**src/sv/tmcs_pkg.sv**
```systemverilog
// Shared types and constants for the tiled mip-chain size block.
// No dependencies; every other file of the block imports this package.
`default_nettype none

package tmcs_pkg;

    // Port widths of one texture description and of one result
    localparam int KIND_W  = 2;
    localparam int BPT_W   = 8;
    localparam int SIDE_W  = 15;
    localparam int LAYER_W = 12;
    localparam int TOTAL_W = 46;

    // Bytes per block: up to twice the bits per texel for 4x4 blocks
    localparam int BB_W = BPT_W + 1;

    // Layout rules
    localparam int TILE_BLOCKS  = 32;
    localparam int LINEAR_ALIGN = 256;
    localparam int LEVEL_ALIGN  = 4096;
    localparam int PACK_LIMIT   = 16;
    localparam int CUBE_FACES   = 6;

    // Defaults for the top-level parameters
    localparam int DEF_MAX_DIM   = 16384;
    localparam int DEF_MAX_DEPTH = 2048;

    // Texture kinds; the unused code falls back to plain 2D
    localparam logic [KIND_W-1:0] KIND_CUBE   = 2'd1;
    localparam logic [KIND_W-1:0] KIND_VOLUME = 2'd2;

    // Token travelling down the chain of level cells
    typedef struct packed {
        logic valid;   // a texture occupies this slot
        logic active;  // its chain has not yet ended
        logic first;   // this slot holds the top level
    } lvl_ctrl_t;

    // Per-texture options, held for the whole pass
    typedef struct packed {
        logic comp;    // 4x4 block compressed
        logic tiled;   // tiled pitch, else linear pitch
        logic pack;    // packed mip tail
        logic mips;    // mip chain stored
    } item_flags_t;

endpackage

`default_nettype wire

```
**src/sv/tmcs_depth_scale.sv**
```systemverilog
// Scales the chain total by the face or slice count in two half-width
// products and holds the result in the output register.
// Depends on tmcs_pkg.
`default_nettype none

module tmcs_depth_scale #(
    parameter int MAX_DEPTH = tmcs_pkg::DEF_MAX_DEPTH,
    localparam int DEPTH_W  = ($clog2(MAX_DEPTH + 1) > 3) ? $clog2(MAX_DEPTH + 1) : 3
) (
    input  logic                         clk,
    input  logic                         rst_n,
    input  logic                         src_valid,
    input  logic [tmcs_pkg::TOTAL_W-1:0] src_total,
    input  logic [DEPTH_W-1:0]           depth,
    input  logic                         bad,
    input  logic                         res_stall,
    output logic                         res_valid,
    output logic [tmcs_pkg::TOTAL_W-1:0] res_total,
    output logic                         res_bad,
    output logic                         load
);
    import tmcs_pkg::*;

    localparam int LO_W = TOTAL_W / 2;
    localparam int HI_W = TOTAL_W - LO_W;

    logic                    s1_valid_reg, s1_valid_next;
    logic [LO_W+DEPTH_W-1:0] lo_reg;
    logic [HI_W+DEPTH_W-1:0] hi_reg;
    logic                    s1_bad_reg;
    logic                    res_valid_reg, res_valid_next;
    logic [TOTAL_W-1:0]      res_total_reg;
    logic                    res_bad_reg;
    logic                    capture;

    always_comb
    begin
        // hold the products while the previous beat still waits
        load           = s1_valid_reg && !(res_valid_reg && res_stall);
        capture        = !s1_valid_reg || load;
        s1_valid_next  = (s1_valid_reg && !load) || src_valid;
        res_valid_next = load || (res_valid_reg && res_stall);
    end

    always_ff @(posedge clk or negedge rst_n)
    begin
        if (!rst_n)
        begin
            s1_valid_reg  <= 1'b0;
            res_valid_reg <= 1'b0;
        end
        else
        begin
            s1_valid_reg  <= s1_valid_next;
            res_valid_reg <= res_valid_next;
        end
    end

    always_ff @(posedge clk)
    begin
        if (capture)
        begin
            lo_reg     <= (LO_W + DEPTH_W)'(src_total[LO_W-1:0]) * (LO_W + DEPTH_W)'(depth);
            hi_reg     <= (HI_W + DEPTH_W)'(src_total[TOTAL_W-1:LO_W]) *
                          (HI_W + DEPTH_W)'(depth);
            s1_bad_reg <= bad;
        end
        if (load)
        begin
            res_total_reg <= TOTAL_W'(lo_reg) + (TOTAL_W'(hi_reg) << LO_W);
            res_bad_reg   <= s1_bad_reg;
        end
    end

    assign res_valid = res_valid_reg;
    assign res_total = res_total_reg;
    assign res_bad   = res_bad_reg;

endmodule

`default_nettype wire

```
**config.mk**
```make
export PLATFORM = sky130hd
export DESIGN_NAME = tmcs_depth_scale
export DESIGN_NICKNAME = d
export VERILOG_FILES = /design/src/sv/tmcs_pkg.sv /design/src/sv/tmcs_depth_scale.sv
export SDC_FILE = /design/constraint.sdc
export NUM_CORES = 1
export LEC_CHECK = 0
export ABC_AREA = 1
export BUFFER_PORTS_ARGS = -buffer_cell sky130_fd_sc_hd__buf_2
export CAP_MARGIN = 30
export CORE_MARGIN = 2
export CORE_UTILIZATION = 30
export CTS_CLUSTER_SIZE = 16
export DETAILED_ROUTE_END_ITERATION = 10
export PLACE_DENSITY = 0.54
export SETUP_SLACK_MARGIN = 0.3
export SKIP_CTS_REPAIR_TIMING = 1
export SLEW_MARGIN = 20
export SYNTH_ARGS = -nofsm -noshare
export SYNTH_HDL_FRONTEND = slang
export SYNTH_SLANG_ARGS = --single-unit
```
**constraint.sdc**
```tcl
create_clock -name clk -period 11.8 [get_ports clk]
set_input_delay 2.95 -clock clk [delete_from_list [all_inputs] [get_ports clk]]
set_output_delay 2.95 -clock clk [all_outputs]
set_load 0.01 [all_outputs]
```
---- After elaboration in Yosys (flattened, before gate mapping) ----
Index checks and enable logic that the tools add are counted.
storage, ports and cells
  output and inout bits ................... 49
  register bits ........................... 108
operators by class
  add/subtract/negate cells ............... 1
  multipliers ............................. 2
  reduce and logical (&&, ||, !) cells .... 9
operator list
  operator                      number
  adder 35 x 46 -> 46 bit       1
  multiplier 23 x 12 -> 35 bit  1
  multiplier 23 x 12 -> 23 bit  1
  logical AND 1 bit             3
  zero test 1 bit               3
  logical OR 1 bit              3

---- Logic depth before layout (Yosys ltp) ----
  depth after elaboration ................. 6
  gate-level depth with buffers ........... 25
  depth with buffers taken out ............ 23

---- Worst setup path before layout ----
OpenSTA, ideal clock, no wires.
  path kind ............................... input port to output port
  start ................................... input res_stall
  end ..................................... output load
  cell stages on the path ................. 1
  arrival time ............................ 5341 ps
  data required time ...................... 8850 ps
  slack ................................... 3509 ps
  path through ............................ a21oi_1
between the ends
  cells in the longest elaborated chain, start to end .. 3
RTL lines
  element             RTL line                RTL
  start: declaration  tmcs_depth_scale.sv:16  input logic res_stall,
  logical AND 1 bit   tmcs_depth_scale.sv:39  load = s1_valid_reg && !(res_valid_reg && res_stall);
  zero test 1 bit     tmcs_depth_scale.sv:39
  logical AND 1 bit   tmcs_depth_scale.sv:39
  end: declaration    tmcs_depth_scale.sv:20  output logic load
Every way passes these cells.

---- Worst setup path after layout ----
  start ................................... input depth[8]
  end ..................................... register lo_reg[22] (data pin)
between the ends
  cells in the longest elaborated chain, start to end .. 1
RTL lines
  element                       RTL line                RTL
  start: declaration            tmcs_depth_scale.sv:14  input logic [DEPTH_W-1:0] depth,
  multiplier 23 x 12 -> 35 bit  tmcs_depth_scale.sv:63  lo_reg <= (LO_W + DEPTH_W)'(src_total[LO_W-1:0]) * (LO_W + DEPTH_W)'(depth);
  end signal: assignment        tmcs_depth_scale.sv:63
  end: declaration              tmcs_depth_scale.sv:28  logic [LO_W+DEPTH_W-1:0] lo_reg;
Every way passes these cells.
A chain may end at the register's enable or synchronous reset.

==> metrics.md <==
| Metric | Value |
|---|---|
| CTS clock-pin slew for the worst setup and hold paths | 0.09 ns |
| Reg-to-Reg End | res_total[43] |
| Setup violators final | 0 |
| Mux contribution to synthesized area | 0% |
| Initial antenna violation count | 4 |
| Pre-antenna DRT Iters | 5 |
| Top cells by area, synth | fa_1 37%, edfxtp_1 16%, nand2_1 13% |
| Chip height | 260 microns |
| Inst Count DP | 3273 |
| Starting Density | 30.4% |
| Tmin final | 7.93 ns |
| Clock sink count | 108 |
| Synth Cell Area | 19600 sq um |
| Setup TNS | 0 ns |
| Yosys top cell area share | 36.8% |
| Mapped Cells | 2397 |
| Synth Flop Type | edfxtp_1 |
| Reg2Reg Depth | 10 |
| Synthesized area per cell | 8.18 sq um |
| Vias in the first global route | 15621 |
| Status | completed |
| Least-Margin Pin Slew | 0.970 ns |
| Adder-cell share of the synthesized area | 44.7% |
| DR iter-0 viols | 917 |
| Worst Hold Path Cells | 0 |
| Worst Hold End | res_total[11] |
| Max reg flops | 46 |
| Avg Vias per Cell | 4.50 |
| Die W | 260 microns |
| Compound-Gate Fraction of Synth Area | 3.97% |
| Final Util | 33.2% |
| Final critical-path share of the clock period | 67.2% |
| Final ANT Viol Nets | 0 |
| Post-synth top area cell | fa_1 |
| Setup ws final | 3.87 ns |
| Worst Setup End Kind | flip-flop |
| Synth Area in XOR/XNOR | 2.73% |
| Top post-synthesis cells by count | 689 x nand2_1, 667 x inv_1, 360 x fa_1, 125 x ha_1, 106 x edfxtp_1 |
| Number of enable flip-flop cells after synthesis | 106 |
| Top-Level Pins | 112 |
| Post-Route Skew | 0.0120 ns |
| YS warnings | 0 |
| Synth async-reset ratio | 1.85% |
| RR Startpoint | lo_reg[23] |
| Overflow after GRT | 0 |
| Endpoints failing hold | 0 |
| Worst hold path type | reg2reg |
| Register area share after synthesis | 16.5% |
| Inserted Clock Buffers | 9 |
| Layout area overhead | 9.31% |
| Total number of vias | 14829 |
| Worst-skew pair later-pin latency | 0.38 ns |
| Number of synthesized register bits | 108 |
| CP Launch Type | input port |
| Post-Place Worst Slack | 3.35 ns |
| Post-DP HPWL | 40400 microns |
| Rel. slew slack | 35.4% |
| Worst path arrival time | 8.08 ns |
| PortBufs | 111 |
| Non-filler cells, final | 3295 |
| Critical Path RT | 11.95 ns |
| CTS root buffer | clkbuf_16 |
| CTS tree | done |
| Routability Congestion | 0.887 |
| Gr usage total | 15.9% |
| Mapped Nets | 2945 |
| Global-route wire length before repair | 84000 microns |
| Core area | 64600 sq um |
| H-tree depth | 3 |
| Fin. max-slew vios | 0 |
| Distinct cells, synth | 46 |
| Total wire length | 50200 microns |
| Share of layout cells above drive strength 1 | 7.18% |
| Worst reg-to-reg setup slack | 9.59 ns |
| Largest net degree at the start of global routing | 61 |
| Simple logic cell fraction of the synthesized area | 17.4% |
| DRC | 0 |
| Die ar. | 67400 sq um |
| Largest family of logic cells by synthesized area | adder cells |
| FMAX | 126 MHz |
| Hold Crit Start | lo_reg[11] |
| RSZ-0062 raised after global routing | no |
| Total Nets Final | 2982 |
| Avg WL per Cell | 15.2 microns |
| Rows | 93 |
| Crit Path Category | in2reg |
| Most numerous cell in the Yosys netlist | nand2_1 |
| Maximum Capacitance Violations | 0 |
| CTS max path bufs | 2 |
| Crit path max fanout | 38 |
-- final cells by class --
| type | instances | area [sq um] |
|---|---|---|
| clock buffers | 9 | 225 |
| clock inverters | 7 | 100 |
| well taps | 855 | 1070 |
| inverters | 669 | 2510 |
| fillers | 6905 | 43200 |
| repair buffers | 121 | 783 |
| flip-flops and latches | 108 | 3230 |
| diodes | 1 | 2.50 |
| multi-input cells | 1525 | 13500 |
-- through the flow --
step	hold slack (ns)	area (sq um)
global route	0.434	21400
global placement	0.401	20900
floorplan	0.400	19600
finish	0.423	21400
detailed placement	0.405	21000
CTS	0.425	21300
-- logic make-up after synthesis --
| family | count (synthesis) |
|---|---|
| AO/OA/AOI/OAI | 132 |
| adder cells (fa/ha/maj) | 485 |
| buffers and inverters | 764 |
| flip-flops | 108 |
| AND/OR/NAND/NOR | 847 |
| XOR/XNOR | 61 |
-- cells in the final DEF (no fill, tap or decap), types with 3 or more instances in the layout --
master and count:
clkbuf_16 9, nor2_2 6, a21oi_2 4, o21ai_0 26, a21o_1 5, inv_1 667
fa_1 360, edfxtp_1 106, nor2_1 57, nand2_1 689, a21oi_1 64, xor2_1 43
ha_1 125, nand3_1 53, o21ai_1 4, buf_16 7, nand4_1 14, nand3b_1 3
xnor2_1 18, nor3_1 6, buf_2 111, o21bai_1 9, nand2_2 6, o21ai_2 5
a31oi_1 3, nand3_2 5
-- how the worst max path moves through the flow --
| stage | end | start | slack (ns) | depth (start not counted) |
|---|---|---|---|---|
| floorplan | load | res_stall | 3.51 | 1 |
| global placement | lo_reg[22] | depth[6] | 3.37 | 19 |
| detailed placement | lo_reg[22] | depth[6] | 3.35 | 19 |
| CTS | lo_reg[22] | depth[6] | 3.77 | 19 |
| global route | lo_reg[29] | depth[8] | 3.66 | 19 |
| finish | lo_reg[22] | depth[8] | 3.87 | 19 |
-- layer usage --
layer / vias to the layer above / global-route usage (%) / share of wire, %
li1: 7015 / - / -
met1: 7394 / 22.9 / 48
met2: 378 / 25.6 / 45
met3: 36 / 1.95 / 5.5
met4: 6 / 3.13 / 1.2
met5: - / 0 / 0.050
-- critical path: stages --
cell	delay, ns
buf_2	0.72
nand2_1	0.15
fa_1	0.53
inv_1	0.06
fa_1	0.57
fa_1	0.44
fa_1	0.49
inv_1	0.05
fa_1	0.47
inv_1	0.04
ha_1	0.34
nand2_1	0.21
inv_1	0.06
nand2_1	0.06
nand2_1	0.08
a21oi_1	0.22
nand2_2	0.14
a21oi_2	0.22
xnor2_1	0.25
Power is not shown: default switching activity piles up to over one toggle a cycle in this logic, so the estimate is an artifact.
