[src/sv/tmcs_pkg.sv]
// Shared types and constants for the tiled mip-chain size block.
// No dependencies; every other file of the block imports this package.
`default_nettype none

package tmcs_pkg;

    // Port widths of one texture description and of one result
    localparam int KIND_W  = 2;
    localparam int BPT_W   = 8;
    localparam int SIDE_W  = 15;
    localparam int LAYER_W = 12;
    localparam int TOTAL_W = 46;

    // Bytes per block: up to twice the bits per texel for 4x4 blocks
    localparam int BB_W = BPT_W + 1;

    // Layout rules
    localparam int TILE_BLOCKS  = 32;
    localparam int LINEAR_ALIGN = 256;
    localparam int LEVEL_ALIGN  = 4096;
    localparam int PACK_LIMIT   = 16;
    localparam int CUBE_FACES   = 6;

    // Defaults for the top-level parameters
    localparam int DEF_MAX_DIM   = 16384;
    localparam int DEF_MAX_DEPTH = 2048;

    // Texture kinds; the unused code falls back to plain 2D
    localparam logic [KIND_W-1:0] KIND_CUBE   = 2'd1;
    localparam logic [KIND_W-1:0] KIND_VOLUME = 2'd2;

    // Token travelling down the chain of level cells
    typedef struct packed {
        logic valid;   // a texture occupies this slot
        logic active;  // its chain has not yet ended
        logic first;   // this slot holds the top level
    } lvl_ctrl_t;

    // Per-texture options, held for the whole pass
    typedef struct packed {
        logic comp;    // 4x4 block compressed
        logic tiled;   // tiled pitch, else linear pitch
        logic pack;    // packed mip tail
        logic mips;    // mip chain stored
    } item_flags_t;

endpackage

`default_nettype wire

[src/sv/tmcs_level_cell.sv]
// One cell of the level chain: sizes one mip level through registered stages A
// and B and hands the running total and the next level's sides to its neighbour.
// Depends on tmcs_pkg.
`default_nettype none

module tmcs_level_cell #(
    parameter int MAX_DIM = tmcs_pkg::DEF_MAX_DIM,
    localparam int DIM_W  = $clog2(MAX_DIM + 1)
) (
    input  logic                         clk,
    input  logic                         rst_n,
    input  tmcs_pkg::item_flags_t        flags,
    input  logic [tmcs_pkg::BB_W-1:0]    block_bytes,
    input  logic [DIM_W-1:0]             pow_w,
    input  logic [DIM_W-1:0]             pow_h,
    input  tmcs_pkg::lvl_ctrl_t          prev_ctrl,
    input  logic [DIM_W-1:0]             prev_w,
    input  logic [DIM_W-1:0]             prev_h,
    input  logic [tmcs_pkg::TOTAL_W-1:0] prev_total,
    output tmcs_pkg::lvl_ctrl_t          next_ctrl,
    output logic [DIM_W-1:0]             next_w,
    output logic [DIM_W-1:0]             next_h,
    output logic [tmcs_pkg::TOTAL_W-1:0] next_total
);
    import tmcs_pkg::*;

    localparam int WB_W    = DIM_W + 1;
    localparam int PITCH_W = WB_W + BB_W + 1;
    localparam int PROD_W  = PITCH_W + WB_W;
    localparam int LVL_W   = PROD_W + 1;

    // Stage A: pitch, block rows and end-of-chain decision
    lvl_ctrl_t            a_ctrl_reg,  a_ctrl_next;
    logic [PITCH_W-1:0]   a_pitch_reg, a_pitch_next;
    logic [WB_W-1:0]      a_hb_reg,    a_hb_next;
    logic [WB_W-1:0]      a_hbp_reg,   a_hbp_next;
    logic [TOTAL_W-1:0]   a_total_reg;
    logic [DIM_W-1:0]     a_w_reg,     a_w_next;
    logic [DIM_W-1:0]     a_h_reg,     a_h_next;
    logic                 a_stop_reg,  a_stop_next;
    logic                 a_use_u_reg, a_use_u_next;

    // Stage B: level bytes added to the total
    lvl_ctrl_t            b_ctrl_reg,  b_ctrl_next;
    logic [TOTAL_W-1:0]   b_total_reg, b_total_next;
    logic [DIM_W-1:0]     b_w_reg;
    logic [DIM_W-1:0]     b_h_reg;

    logic [WB_W-1:0]      w_ext, h_ext, wbc, hbc, wb_sum, hb_sum, wb_round;
    logic [PITCH_W-1:0]   pitch_raw, pitch_sum;
    logic                 near_tail, single, end_u, end_p;
    logic [DIM_W-1:0]     half_w, half_h;
    logic [PROD_W-1:0]    prod_p, prod_u;
    logic [LVL_W-1:0]     lvl_p, lvl_u, lvl_add;

    always_comb
    begin
        w_ext = WB_W'(prev_w);
        h_ext = WB_W'(prev_h);
        wbc   = flags.comp ? ((w_ext + WB_W'(3)) >> 2) : w_ext;
        hbc   = flags.comp ? ((h_ext + WB_W'(3)) >> 2) : h_ext;

        wb_sum   = wbc + WB_W'(TILE_BLOCKS - 1);
        hb_sum   = hbc + WB_W'(TILE_BLOCKS - 1);
        wb_round = wb_sum & ~WB_W'(TILE_BLOCKS - 1);

        pitch_raw = PITCH_W'(wb_round) * PITCH_W'(block_bytes);
        pitch_sum = pitch_raw + PITCH_W'(LINEAR_ALIGN - 1);

        near_tail = (w_ext <= WB_W'(PACK_LIMIT)) || (h_ext <= WB_W'(PACK_LIMIT));
        single    = (prev_w == DIM_W'(1)) && (prev_h == DIM_W'(1));

        // The top level ends the chain at its unpadded size unless a real
        // chain follows; lower levels end at a packed tail or at 1x1.
        if (prev_ctrl.first)
        begin
            end_u = !flags.mips || (flags.pack && near_tail) || single;
            end_p = 1'b0;
        end
        else
        begin
            end_p = flags.pack && near_tail;
            end_u = single && !end_p;
        end

        half_w = prev_w >> 1;
        half_h = prev_h >> 1;
        if (half_w == '0)
            half_w = DIM_W'(1);
        if (half_h == '0)
            half_h = DIM_W'(1);

        a_ctrl_next  = prev_ctrl;
        a_pitch_next = flags.tiled ? pitch_raw : (pitch_sum & ~PITCH_W'(LINEAR_ALIGN - 1));
        a_hb_next    = hbc;
        a_hbp_next   = hb_sum & ~WB_W'(TILE_BLOCKS - 1);
        a_w_next     = prev_ctrl.first ? pow_w : half_w;
        a_h_next     = prev_ctrl.first ? pow_h : half_h;
        a_stop_next  = end_u || end_p;
        a_use_u_next = end_u;
    end

    always_comb
    begin
        prod_p  = PROD_W'(a_pitch_reg) * PROD_W'(a_hbp_reg);
        prod_u  = PROD_W'(a_pitch_reg) * PROD_W'(a_hb_reg);
        lvl_p   = (LVL_W'(prod_p) + LVL_W'(LEVEL_ALIGN - 1)) & ~LVL_W'(LEVEL_ALIGN - 1);
        lvl_u   = (LVL_W'(prod_u) + LVL_W'(LEVEL_ALIGN - 1)) & ~LVL_W'(LEVEL_ALIGN - 1);
        lvl_add = a_use_u_reg ? lvl_u : lvl_p;

        b_total_next = a_ctrl_reg.active ? (a_total_reg + TOTAL_W'(lvl_add)) : a_total_reg;

        b_ctrl_next.valid  = a_ctrl_reg.valid;
        b_ctrl_next.active = a_ctrl_reg.active && !a_stop_reg;
        b_ctrl_next.first  = 1'b0;
    end

    always_ff @(posedge clk or negedge rst_n)
    begin
        if (!rst_n)
        begin
            a_ctrl_reg <= '0;
            b_ctrl_reg <= '0;
        end
        else
        begin
            a_ctrl_reg <= a_ctrl_next;
            b_ctrl_reg <= b_ctrl_next;
        end
    end

    always_ff @(posedge clk)
    begin
        a_pitch_reg <= a_pitch_next;
        a_hb_reg    <= a_hb_next;
        a_hbp_reg   <= a_hbp_next;
        a_total_reg <= prev_total;
        a_w_reg     <= a_w_next;
        a_h_reg     <= a_h_next;
        a_stop_reg  <= a_stop_next;
        a_use_u_reg <= a_use_u_next;
        b_total_reg <= b_total_next;
        b_w_reg     <= a_w_reg;
        b_h_reg     <= a_h_reg;
    end

    assign next_ctrl  = b_ctrl_reg;
    assign next_w     = b_w_reg;
    assign next_h     = b_h_reg;
    assign next_total = b_total_reg;

endmodule

`default_nettype wire

[config.mk]
export PLATFORM = sky130hd
export DESIGN_NAME = tmcs_level_cell
export DESIGN_NICKNAME = d
export VERILOG_FILES = /design/src/sv/tmcs_pkg.sv /design/src/sv/tmcs_level_cell.sv
export SDC_FILE = /design/constraint.sdc
export NUM_CORES = 2
export LEC_CHECK = 0
export BUFFER_PORTS_ARGS = -buffer_cell sky130_fd_sc_hd__buf_4
export CAP_MARGIN = 20
export CORE_ASPECT_RATIO = 1.5
export CORE_MARGIN = 3
export CORE_UTILIZATION = 48
export CTS_CLUSTER_DIAMETER = 40
export DETAILED_ROUTE_END_ITERATION = 8
export PLACE_DENSITY = 0.66
export SYNTH_ARGS = -nofsm -noshare
export SYNTH_HDL_FRONTEND = slang
export SYNTH_SLANG_ARGS = --single-unit
export TNS_END_PERCENT = 50
[constraint.sdc]
create_clock -name clk -period 26.3 [get_ports clk]
set_clock_uncertainty 0.15 [all_clocks]
set_input_delay 3.945 -clock clk [delete_from_list [all_inputs] [get_ports clk]]
set_output_delay 3.945 -clock clk [all_outputs]
set_load 0.005 [all_outputs]
Yosys cells after proc, flatten, opt, wreduce, memory -nomap -nowiden --
Index checks and enable logic that the tools add are counted.
Storage, ports and cells: output and inout port bits 79, logic and storage cells 56, bits in registers 210, bits of input ports 124
Cells by class: $lt $le $gt $ge 2, reductions and logical operators 13, equal/unequal tests 2, multiplexer cells 11, multipliers 3, $add $sub $neg 8
Operator list (number):
- adder 42 x 12 -> 43 bit (second input constant) | 2
- 2-to-1 mux 15 bit | 4
- adder 46 x 43 -> 46 bit | 1
- 2-to-1 mux 46 bit | 1
- 2-to-1 mux 43 bit | 1
- multiplier 26 x 15 -> 41 bit | 1
- multiplier 26 x 11 -> 37 bit | 1
- adder 15 x 2 -> 16 bit (second input constant) | 2
- adder 15 x 5 -> 16 bit (second input constant) | 2
- == test 15 x 1 -> 1 bit (second input constant) | 2
- <= comparator 15 x 5 -> 1 bit (second input constant) | 2
- logical NOT 15 bit | 2
- 2-to-1 mux 14 bit | 2
- adder 25 x 8 -> 26 bit (second input constant) | 1
- 2-to-1 mux 25 bit | 1
- multiplier 11 x 9 -> 20 bit | 1
- logical AND 1 bit | 4
- logical OR 1 bit | 4
- logical NOT 1 bit | 3
- 2-to-1 mux 1 bit | 2

Logic depth before layout (Yosys ltp) --
depth after elaboration 7, gate-level depth with buffers 39

Worst setup path after synthesis --
OpenSTA, ideal clock, no wires.
kind input-to-reg, from input prev_w[4], to register a_pitch_reg[24], setup slack 15.374 ns, arrival time 10.705 ns, setup time 0.072 ns, required time 26.078 ns, stages on the path 27, cell sequence nand4_1 or3_1 a21oi_1 o21ai_0 nor3_1 nor4b_1 and2_1 o21ai_0 a211oi_1 nand2_1 fa_1 inv_1 fa_1 inv_1 fa_1 inv_1 fa_1 ha_1 buf_1 nand2_1 o21a_1 xnor2_1 nor4b_1 and3_1 nand3_1 nor3_1 xor2_1
On the way: word-level cells in the longest chain between the ends 6
RTL lines:
- from (decl) | RTL line tmcs_level_cell.sv:17 | input logic [DIM_W-1:0] prev_w,
- adder 15 x 2 -> 16 bit | RTL line tmcs_level_cell.sv:60 | wbc = flags.comp ? ((w_ext + WB_W'(3)) >> 2) : w_ext;
- 2-to-1 mux 15 bit * | RTL line tmcs_level_cell.sv:60
- adder 15 x 5 -> 16 bit * | RTL line tmcs_level_cell.sv:63 | wb_sum = wbc + WB_W'(TILE_BLOCKS - 1);
- multiplier 11 x 9 -> 20 bit * | RTL line tmcs_level_cell.sv:67 | pitch_raw = PITCH_W'(wb_round) * PITCH_W'(block_bytes);
- adder 25 x 8 -> 26 bit | RTL line tmcs_level_cell.sv:68 | pitch_sum = pitch_raw + PITCH_W'(LINEAR_ALIGN - 1);
- 2-to-1 mux 25 bit * | RTL line tmcs_level_cell.sv:94 | a_pitch_next = flags.tiled ? pitch_raw : (pitch_sum & ~PITCH_W'(LINEAR_ALIGN - 1));
- net a_pitch_next[24] | RTL line tmcs_level_cell.sv:34 | logic [PITCH_W-1:0] a_pitch_reg, a_pitch_next;
- to (signal assigned) | RTL line tmcs_level_cell.sv:134 | a_pitch_reg <= a_pitch_next;
- to (decl) | RTL line tmcs_level_cell.sv:34
Mark *: on every way through the listed nets, which the timed path passes. The rest lies on a longest branch. A chain may end at the register's enable or synchronous reset.

Final worst setup path --
Ends and elaborated chain as after synthesis.

==> metrics.yaml <==
die:
  die_x_um: 211
  die-area_um2: 66000
  core_area_um2: 62200
  row_count: 112
  ioPinCount: 203
  start_util: 0.485
  die_height_um: 313
grt:
  grt_pass1_wl_mm: 123
  antenna_found_initial: 0
  grt_pass1_vias: 24800
  grt_start_max_net_pins: 53
  gr-total-overflow: 0
  grt_use_total: 0.229
routing:
  drt-total-wl_mm: 74.8
  num_vias: 23400
  wl_per_cell_um: 17.2
  drtIter0Drc: 889
  drc: 0
  drt_first_pass_iters: 5
  ant_nets: 0
  vias_per_cell: 5.38
clock_network:
  clock-sinks: 205
  post-cts-setup-buffer-count: 0
  clock_path_buffers: 3
  cts_resized: 0
  hold_buffers: 0
  worstSkewPairLatency_ps: 570
  cts_tree: "yes"
  cts-buffers-inserted: 28
  ctsHtreeMaxLevel: 1
  clkSlewWorstSetupHoldPaths_ps: 60
  cts_root_buf: "clkbuf_16"
synth:
  synth_ff_type: "dfxtp_1"
  yosysSeqAreaShare: 0.137
  synthCells: 3407
  synth_fp_nets: 4253
  synthArstFlopShare: 0.0195
  synth_warnings: 0
  avgSynthCellArea_um2: 8.86
  synth_edf_count: 0
  syn-cell-area_um2: 30200
  ys_seq_elements: 205
  ys_types: 88
layout:
  antennaDiodeCount: 0
  layout-drive-gt1-share: 0.108
  final_nets: 4378
  areaGrowthSynthToFinish_pct: 10.7
  nFillCells: 5873
  final_cell_mix: "inv_1 (542), fa_1 (480), nand2_1 (459), and2_1 (306), buf_4 (245)"
  final_common_cell: "inv_1"
timing:
  setup_ws_ps: 14940
  post-route-min-period_ps: 11360
  fin_crit_sh: 0.432
  hold_violations: 0
  whs_ps: 176
  slew_headroom: 0.350
  finalMaxSlewViolations: 0
  max_freq_ghz: 0.0880
  worst_slew_pin_slew_ps: 965
  tns_ps: 0
  setup_viol: 0
  rsz0062_at_grt: "false"
placed_design:
  detailedPlace.worstSlack_ps: 14180
  dpl.hpwl_mm: 60.1
  port_buffers: 201
  gp_congestion: 0.878
worst_setup_path:
  ff2ff_setup_slack_ps: 15730
  cp_max_fo: 9
  path_class: "in2reg"
  crit_path_end_kind: "register"
  crit_path_start: "prev_w[4]"
  arrival_ps: 11690
  r2r_start: "a_hb_reg[2]"
  cp.required_ps: 26630
  rr_worst_depth: 29
  setup.worst_path.start_class: "input pin"
status:
  outcome: "completed"
worst_hold_path:
  hold_depth: 0
  holdCritStartpoint: "a_w_reg[1]"
  hp-class: "reg2reg"
flow_run:
  max_cap_violations: 0
-- critical path, cell delays in order --
cell	delay, ps
buf_4	110
nand4_1	200
nor4_1	800
nand2_1	160
mux2i_1	180
a21oi_1	100
nor4b_1	500
and2_1	270
nand3_1	160
nor3b_1	790
nand2_1	160
fa_1	510
inv_1	50
fa_1	500
inv_1	50
fa_1	480
inv_1	60
fa_1	470
ha_1	430
nand2_1	80
o21a_1	220
xnor2_1	250
nor4b_1	410
and3_1	280
nand3_1	150
nor3_1	220
xor2_1	160
-- per-layer routing --
metal | vias up | global-route usage | wire length [um]
met1 | 11700 | 0.249 | 27000
met5 | - | 0 | 0
met4 | 0 | 0.0867 | 3090
met3 | 142 | 0.0272 | 3240
met2 | 510 | 0.448 | 41500
li1 | 11000 | - | -
-- cells by family after synthesis --
logic type / Yosys count / synth area share
simple gates: 1121 / 0.188
mux: 62 / 0.0227
flops: 205 / 0.137
buf+inv: 693 / 0.0867
xor+xnor: 177 / 0.0514
other cells: 1 / 0.000124
fa+ha+maj: 722 / 0.419
compound gates: 426 / 0.0952
-- layout make-up --
cell class | count | area (um2) | area share
clock buffers | 33 | 759 | 0.0227
clock inverters | 19 | 219 | 0.00655
inverters | 542 | 2030 | 0.0609
multi-input cells | 2509 | 23400 | 0.701
flip-flops and latches | 205 | 4130 | 0.123
well taps | 798 | 998 | 0.0299
repair buffers | 246 | 1840 | 0.0552
-- Yosys cell counts (54+ instances only) --
master / number / share of area
inv_1: 542 / 0.067
fa_1: 480 / 0.32
nand2_1: 459 / 0.057
and2_1: 306 / 0.063
ha_1: 242 / 0.10
dfxtp_1: 201 / 0.13
clkbuf_1: 141 / 0.018
a21oi_1: 120 / 0.020
nor2_1: 116 / 0.014
xnor2_1: 111 / 0.032
o21ai_0: 73 / 0.012
xor2_1: 66 / 0.019
a21o_1: 54 / 0.013
-- stage by stage --
stage                     cells  cell area, um2   util
after detailed placement   4299           32400  0.521
final                      4352           33400  0.537
after floorplan            3407           30200      -
after global routing       4352           33400  0.537
after global placement     4299           32400  0.521
after CTS                  4351           33400  0.537
-- final timing paths --
kind	to
setup / recovery	a_pitch_reg[24]
hold / removal	next_w[1]
setup reg to reg	next_total[45]
hold reg to reg	next_w[1]
max in group asynchronous	next_ctrl[2]
min in group asynchronous	next_ctrl[1]
Power is not shown: default switching activity piles up to over one toggle a cycle in this logic, so the estimate is an artifact.
